$ cat src/design/assert_macros.svh
// ----------------------------------------------------------------------------
// assert_macros.svh
// Clocked assertion helpers shared by the fill engine RTL.
// ----------------------------------------------------------------------------
`ifndef ASSERT_MACROS_SVH
`define ASSERT_MACROS_SVH

// plain clocked property, off while reset is asserted
`define RFSO_ASSERT(label, prop, msg) \
  label: assert property (@(posedge clk) disable iff (!rst_n) (prop)) else $error(msg);

// implication form: when ante holds, cons must hold in the same cycle
`define RFSO_ASSERT_IMP(label, ante, cons, msg) \
  label: assert property (@(posedge clk) disable iff (!rst_n) (ante) |-> (cons)) else $error(msg);

`endif

$ cat src/design/rfso_pkg.sv
// ----------------------------------------------------------------------------
// rfso_pkg
// Shared types and constants of the premultiplied ARGB8888 rectangle fill engine.
// ----------------------------------------------------------------------------
package rfso_pkg;

  localparam int PIX_W     = 32;
  localparam int CH_W      = 8;
  localparam int CNT_W     = 13;
  localparam int CFG_W     = 7;
  localparam int COORD_W   = 16;
  localparam int RD_W      = 6;
  localparam int CFG_IDX_W = 1;

  localparam int MAX_WIDTH_DEF  = 64;
  localparam int MAX_HEIGHT_DEF = 64;

  localparam logic [CFG_W-1:0] CANVAS_RESET = 7'd64;

  // command codes
  localparam logic [1:0] CMD_CLEAR = 2'd0;
  localparam logic [1:0] CMD_FILL  = 2'd1;
  localparam logic [1:0] CMD_READ  = 2'd2;

  // register indexes
  localparam logic [CFG_IDX_W-1:0] REG_CANVAS_W = 1'b0;
  localparam logic [CFG_IDX_W-1:0] REG_CANVAS_H = 1'b1;

  typedef struct packed {
    logic [1:0]                command;
    logic signed [COORD_W-1:0] rect_left;
    logic signed [COORD_W-1:0] rect_top;
    logic signed [COORD_W-1:0] rect_right;
    logic signed [COORD_W-1:0] rect_bottom;
    logic [CH_W-1:0]           alpha;
    logic [CH_W-1:0]           red;
    logic [CH_W-1:0]           green;
    logic [CH_W-1:0]           blue;
    logic [RD_W-1:0]           read_x;
    logic [RD_W-1:0]           read_y;
  } in_item_t;

  typedef struct packed {
    logic [PIX_W-1:0] pixel_value;
    logic [CNT_W-1:0] pixels_touched;
  } out_item_t;

endpackage

$ cat src/design/rfso_blend.sv
// ----------------------------------------------------------------------------
// rfso_blend
// Source-over blend of a premultiplied source onto one stored pixel.
// ----------------------------------------------------------------------------
module rfso_blend (
  input  logic [rfso_pkg::PIX_W-1:0] src_pix,
  input  logic [rfso_pkg::PIX_W-1:0] dst_pix,
  input  logic                       copy,      // clear: write source as is
  output logic [rfso_pkg::PIX_W-1:0] result
);

  localparam int CH_W = rfso_pkg::CH_W;
  localparam int NCH  = rfso_pkg::PIX_W / CH_W;

  logic [CH_W-1:0] inv_a;
  logic [NCH*CH_W-1:0] mix;

  assign inv_a = ~src_pix[rfso_pkg::PIX_W-1 -: CH_W];   // 255 - srcA

  always_comb begin
    logic [2*CH_W-1:0] prod;
    logic [2*CH_W:0]   t;
    logic [2*CH_W+8:0] p;
    logic [CH_W:0]     v;
    mix = '0;
    for (int c = 0; c < NCH; c++) begin
      prod = inv_a * dst_pix[c*CH_W +: CH_W];
      // div255(n) = ((n + 128) * 257) >> 16
      t = {1'b0, prod} + 17'd128;
      p = {8'd0, t} + {t, 8'd0};
      v = {1'b0, src_pix[c*CH_W +: CH_W]} + {1'b0, p[23:16]};
      mix[c*CH_W +: CH_W] = v[CH_W] ? {CH_W{1'b1}} : v[CH_W-1:0];
    end
  end

  assign result = copy ? src_pix : mix;

endmodule
$ cat config.mk
export PLATFORM = sky130hd
export DESIGN_NAME = rfso_blend
export DESIGN_NICKNAME = d
export VERILOG_FILES = /design/src/design/assert_macros.svh /design/src/design/rfso_pkg.sv /design/src/design/rfso_blend.sv
export SDC_FILE = /design/constraint.sdc
export NUM_CORES = 1
export LEC_CHECK = 0
export ABC_AREA = 1
export BUFFER_PORTS_ARGS = -buffer_cell sky130_fd_sc_hd__buf_2
export CAP_MARGIN = 10
export CELL_PAD_IN_SITES_DETAIL_PLACEMENT = 1
export CELL_PAD_IN_SITES_GLOBAL_PLACEMENT = 1
export CORE_MARGIN = 2
export CORE_UTILIZATION = 49
export DETAILED_ROUTE_END_ITERATION = 7
export PLACE_DENSITY_LB_ADDON = 0.2
export SLEW_MARGIN = 5
export SYNTH_ARGS = -nofsm -noshare
export SYNTH_HDL_FRONTEND = slang
export SYNTH_SLANG_ARGS = --single-unit
$ cat constraint.sdc
create_clock -name vclk -period 11.7
set_input_delay 0.585 -clock vclk [all_inputs]
set_output_delay 0.585 -clock vclk [all_outputs]
set_load 0.02 [all_outputs]
---- Word-level counts from Yosys, hierarchy flattened ----
Cells that the tools add are included.
storage, ports and cells
  register bits ........................... 0
  output and inout port bits .............. 32
cells by class
  add/subtract/negate cells ............... 12
  bitwise logic cells ..................... 1
  multipliers ............................. 4
  mux-type cells .......................... 5
operators by type and width
  operator               number
  $add 17x24->24         4
  $add 16x8->17 const B  4
  $mul 8x8->16           4
  $add 8x8->9            4
  $mux 32                1
  $mux 8                 4
  $not 8->8              1

---- Depth between registers and ports, before layout ----
Gate-level depths: netlist of run 1.
  depth after elaboration ................. 7
  depth in mapped cells ................... 47
  depth with buffers taken out ............ 46

---- Least setup slack after synthesis of run 1 ----
Ideal clock, no wire load.
  path kind ............................... in2out
  start point ............................. in src_pix[26] (netlist name)
  end point ............................... out result[7] (netlist name)
  arrival time ............................ 7.171 ns
  setup slack ............................. 3.944 ns
  required time ........................... 11.115 ns
  stages .................................. 38
  cells stage by stage .................... clkbuf_1 clkbuf_1 nor2_1 fa_1 fa_1 fa_1 inv_1 fa_1 inv_1 ha_1 nand2_1 nand2_1 inv_1 o21ai_1 xnor2_1 inv_2 ha_1 nand2_1 [... 2 more ...] nand2_1 a21oi_2 nor2_1 nand2_1 nand3_1 xor2_1 ha_1 inv_1 fa_1 o21ai_0 nand2_1 nand2_1 nand2_1 nand2_1 nand2_1 a21oi_1 nor3_1 a31oi_1
on the way
  cells in the longest elaborated chain, start to end .. 7
ends and longest elaborated chain
  what             line              RTL
  start, declared  rfso_blend.sv:6   input logic [rfso_pkg::PIX_W-1:0] src_pix,
  $not 8->8        rfso_blend.sv:18  assign inv_a = ~src_pix[rfso_pkg::PIX_W-1 -: CH_W];
  $mul 8x8->16     rfso_blend.sv:27  prod = inv_a * dst_pix[c*CH_W +: CH_W];
  $add 16x8->17    rfso_blend.sv:29  t = {1'b0, prod} + 17'd128;
  $add 17x24->24   rfso_blend.sv:30  p = {8'd0, t} + {t, 8'd0};
  $add 8x8->9      rfso_blend.sv:31  v = {1'b0, src_pix[c*CH_W +: CH_W]} + {1'b0, p[23:16]};
  $mux 8           rfso_blend.sv:32  mix[c*CH_W +: CH_W] = v[CH_W] ? {CH_W{1'b1}} : v[CH_W-1:0];
  $mux 32          rfso_blend.sv:36  assign result = copy ? src_pix : mix;
  end, declared    rfso_blend.sv:9   output logic [rfso_pkg::PIX_W-1:0] result
No other way between the ends.

---- Worst setup path in the final report of run 1 ----
  start point ............................. in src_pix[27] (netlist name)
  end point ............................... out result[9] (netlist name)
Same word-level chain as after synthesis.

==> qor.txt, run 1 <==
hold_buf cts - 0
gr usage total - 0.299
worst slew pin tran - 0.692 ns
Critical path origin - src_pix[27]
Syn Inst Count - 2,126
Post-Syn Nets - 2,571
IO Pins - 97
Post-DP HPWL - 37.0 mm
status - finished, final reports clean
RSZ-0062 raised after global routing - false
final core occ - 0.528
CP max stage delay - 0.55 ns
final estimated routing congestion in global placement - 0.935
DRC - 0
CP max stage cell - fa_1
die area - 0.0285 mm2
max cap viols - 0
PnR worst setup slack - 2.56 ns
synth warn - 0
post-synth top area cell - fa_1
area of the core - 0.0268 mm2
Max Fclk - 109 MHz
Post-CTS Setup Inserts - 0
cts repair resizes - 0
Worst Setup End Kind - output port
min Tclk post-route - 9.14 ns
fin nets - 2,644
Fin Setup TNS - 0 ns
top cells by area, synth - fa_1 (23%), ha_1 (21%), nand2_1 (16%)
layout cell share with drive strength beyond 1 - 0.0651
syn_area_per_cell - 6.27 um2
Die X - 169 um
final setup violation count - 0
pre-CTS WS - 2.56 ns
sequential cell count - 0
first-pass GRT wire length - 70.3 mm
DIE HEIGHT - 169 um
initial DRC count - 624
largest net degree at the start of global routing - 33
PortBufs - 97
initial antenna violation count - 1
antenna-violating nets left - 0
vias in the first global route - 15,000
GRT overflow - 0
Netlist cell types - 36
Cell Rows - 60
Max Slew Vio Count - 0
CP Launch Type - input port
register area - 0 um2
vias post-DR - 13,700
hold path startpoint - src_pix[10]
CP Data Required Time - 11.12 ns
cell mode on critical path - nand2_1
Hold Crit Class - input port to output port
CP max FO - 26
final wirelength - 41.7 mm
clock buf count - 0
Detailed Routing Iterations Pass 1 - 4
WS Path Type - input port to output port
sequential area share after synthesis - 0
Arr. time, crit path - 8.56 ns
Mapped Area - 0.0133 mm2
post-DR wirelength/cell - 16.4 um
top cell type's share of synthesized area - 0.228
initial core utilization - 0.497
fin crit share - 0.781
Final Hold Fails - 0
DR vias/cell - 5.39
Slew Limit Headroom - 0.535
Area Overhead vs Synth - 6.20%
==> area by class of cell <==
cell class | instances | area, um2
diodes | 2 | 5.00
fillers | 3806 | 12600
inverters | 484 | 1820
multi-input cells | 1614 | 11400
well taps | 341 | 427
repair buffers | 99 | 500
==> synth_stat cells, types with 12 or more instances <==
| cell | instances |
|---|---|
| clkbuf_1 | 26 |
| xor2_1 | 12 |
| xnor2_1 | 23 |
| nand2_2 | 21 |
| nor2_1 | 282 |
| ha_1 | 228 |
| nand3b_1 | 22 |
| inv_1 | 479 |
| nand2_1 | 560 |
| a21oi_1 | 68 |
| o21ai_0 | 16 |
| nand4_1 | 26 |
| nand3_1 | 145 |
| fa_1 | 152 |
==> cells in the final DEF, fill, tap and decap left out, types with 4 or more instances in the layout <==
cell type,netlist,layout
a21oi_1,68,68
a22oi_1,4,4
a31oi_1,4,4
buf_2,0,97
clkinv_1,4,4
fa_1,152,152
ha_1,228,228
inv_1,479,479
nand2_1,560,560
nand2_2,21,21
nand3_1,145,145
nand3_2,7,7
nand3b_1,22,22
nand4_1,26,26
nor2_1,282,282
nor2_2,6,6
nor3_1,8,8
o21ai_0,16,16
o21bai_1,4,4
o22ai_1,8,8
xnor2_1,23,23
xor2_1,12,12
==> final timing paths <==
kind,to,slack (ns),cells past startpoint
worst max-delay path,result[9],2.56,42
worst min-delay path,result[10],1.53,4
==> routing by layer <==
metal / vias to the layer above / routed length, um / track usage
met3: 76 / 1630 / 0.0297
met5: - / 0 / 0
met4: 0 / 942 / 0.0641
li1: 6627 / - / -
met2: 300 / 20700 / 0.553
met1: 6694 / 18400 / 0.375
==> cell families after synthesis <==
family / count (synthesis) / synth area share
AND/OR/NAND/NOR: 1083 / 0.340
buffers and inverters: 512 / 0.144
adder cells (fa/ha/maj): 380 / 0.442
XOR/XNOR: 37 / 0.0263
AO/OA/AOI/OAI: 114 / 0.0471
==> critical path, delay by kind of cell <==
kind / cells / cell delay (ns)
XOR/XNOR: 2 / 0.58
buffers and inverters: 10 / 1.68
AND/OR/NAND/NOR: 18 / 1.61
adder cells (fa/ha/maj): 8 / 3.31
AO/OA/AOI/OAI: 4 / 0.80
==> metrics by stage <==
| stage | area (um2) | cells | hold WS [ns] |
|---|---|---|---|
| 2_1_floorplan | 13300 | 2126 | 1.35 |
| 3_3_place_gp | 14200 | 2538 | 1.51 |
| 3_5_place_dp | 14200 | 2538 | 1.53 |
| 4_1_cts | 14200 | 2538 | 1.53 |
| 5_1_grt | 14200 | 2538 | 1.54 |
| 6_report | 14200 | 2540 | 1.53 |
Power of run 1 is not shown: default switching activity piles up to over one toggle a cycle in this logic, so the estimate is an artifact.
==> run 2, diff against run 1 <==
CORE_UTILIZATION = 46   (was 49)
clock period = 9 ns   (was 11.7 ns; I/O delays follow)
==> run 2 against run 1 <==
  * Final cell count grew 2.0%
  * Global-route usage down 2.9 points
  * Die area increased by 6.4%
  * Worst setup slack lost 1.9 ns
  * Non-clock buffer count is 8 higher
  * First-iteration DRC count decreased by 12%
  * Final area rose by 0.82%
  * Utilization down 3.0 points
  * Worst hold slack got worse by 0.28 ns
  * Via count shrank 1.0%
  * Routed wire length fell by 2.9%
  * Count of clock-buffer cells in the layout unchanged
  * Critical path type unchanged
  * Highest routed layer unchanged
==> qor.txt, run 2 (same netlist as run 1, synthesis figures left out) <==
status - finished, final reports clean (unchanged)
final setup violation count - 0 (unchanged)
initial core utilization - 0.466 (was 0.497)
Worst Setup End Kind - output port (unchanged)
vias post-DR - 13,600 (was 13,700)
Die X - 174 um (was 169 um)
Final Hold Fails - 0 (unchanged)
CP max FO - 12 (was 26)
commonest non-fill, non-tap cell in the layout - nand2_1 (unchanged)
PnR worst setup slack - 0.684 ns (was 2.56 ns)
Detailed Routing Iterations Pass 1 - 5 (was 4)
layout cell share with drive strength beyond 1 - 0.0689 (was 0.0651)
largest net degree at the start of global routing - 33 (unchanged)
cts repair resizes - 0 (unchanged)
Cell Rows - 62 (was 60)
initial antenna violation count - 1 (unchanged)
RSZ-0062 raised after global routing - false (unchanged)
gr usage total - 0.270 (was 0.299)
Arr. time, crit path - 7.87 ns (was 8.56 ns)
antenna-violating nets left - 0 (unchanged)
CP bufs+invs - 10 (unchanged)
DR vias/cell - 5.24 (was 5.39)
Area Overhead vs Synth - 7.08% (was 6.20%)
fillers - 4,073 (was 3,806)
Levels on crit path - 41 (was 42)
Slew Limit Headroom - 0.548 (was 0.535)
PortBufs - 97 (unchanged)
final estimated routing congestion in global placement - 0.878 (was 0.935)
CP Data Required Time - 8.55 ns (was 11.12 ns)
Max Slew Vio Count - 0 (unchanged)
Critical path origin - src_pix[31] (was src_pix[27])
pre-CTS WS - 0.641 ns (was 2.56 ns)
fin crit share - 0.924
worst slew pin tran - 0.673 ns (was 0.692 ns)
max cap viols - 0 (unchanged)
final wirelength - 40.5 mm (was 41.7 mm)
Hold Crit Class - input port to output port (unchanged)
Crit path max-delay family - adder cells (unchanged)
CP max stage delay - 0.54 ns (was 0.55 ns)
sequential cell count - 0 (unchanged)
Post-CTS Setup Inserts - 0 (unchanged)
clock buf count - 0 (unchanged)
vias in the first global route - 14,600 (was 15,000)
Max Fclk - 120 MHz
Fin Setup TNS - 0 ns (unchanged)
Post-DP HPWL - 35.5 mm (was 37.0 mm)
CP max stage cell - fa_1 (unchanged)
DIE HEIGHT - 174 um (was 169 um)
min Tclk post-route - 8.32 ns
WS Path Type - input port to output port (unchanged)
Worst Setup EP - result[8] (was result[9])
fin nets - 2,652 (was 2,644)
die area - 0.0304 mm2 (was 0.0285 mm2)
area of the core - 0.0286 mm2 (was 0.0268 mm2)
DRC - 0 (unchanged)
GRT overflow - 0 (unchanged)
register area - 0 um2 (unchanged)
first-pass GRT wire length - 68.5 mm (was 70.3 mm)
IO Pins - 97 (unchanged)
commonest non-fill, non-tap cells in the layout - nand2_1 (560), inv_1 (479), nor2_1 (282) (unchanged)
hold_buf cts - 0 (unchanged)
initial DRC count - 550 (was 624)
cell mode on critical path - nand2_1 (unchanged)
CP Launch Type - input port (unchanged)
post-DR wirelength/cell - 15.6 um (was 16.4 um)
-- run 2: cell types whose count changed in the layout (fill, tap and decap cells not counted), sizes merged --
cell   before  now
buf        99  107
diode       2    1
-- run 2: per-layer routing --
metal  vias to the layer above  track usage  routed length (um)  part of all wire
li1                       6641            -                   -                 -
met1                      6629        0.360               18900              0.47
met2                       238        0.483               19500              0.48
met3                        51       0.0197                1460             0.036
met4                         0       0.0462                 693             0.017
met5                         -            0                   0                 0
-- run 2: how the worst min path moves through the flow --
| stage | startpoint | endpoint | cells after the start |
|---|---|---|---|
| after detailed placement | src_pix[10] | result[10] | 4 |
| after global placement | src_pix[10] | result[10] | 4 |
| after CTS | src_pix[10] | result[10] | 4 |
| final | src_pix[10] | result[10] | 4 |
| after floorplan | src_pix[15] | result[15] | 2 |
| after global routing | src_pix[10] | result[10] | 4 |
-- run 2: metrics by stage --
stage	cell area [um2]	hold WS (ns)	util	cells
6_report	14300	1.25	0.499	2590
5_1_grt	14300	1.28	0.499	2589
4_1_cts	14300	1.25	0.498	2589
3_5_place_dp	14300	1.25	0.498	2589
3_3_place_gp	14300	1.24	0.498	2589
2_1_floorplan	13300	1.08	-	2126
-- run 2: layout make-up --
type	count	area [um2]	share of cell area
timing repair buffer	107	561	0.0393
multi-input combinational	1614	11400	0.800
antenna	1	2.50	0.000175
inverter	484	1820	0.127
tap	384	480	0.0337
Power of run 2 is left out for the same reason.
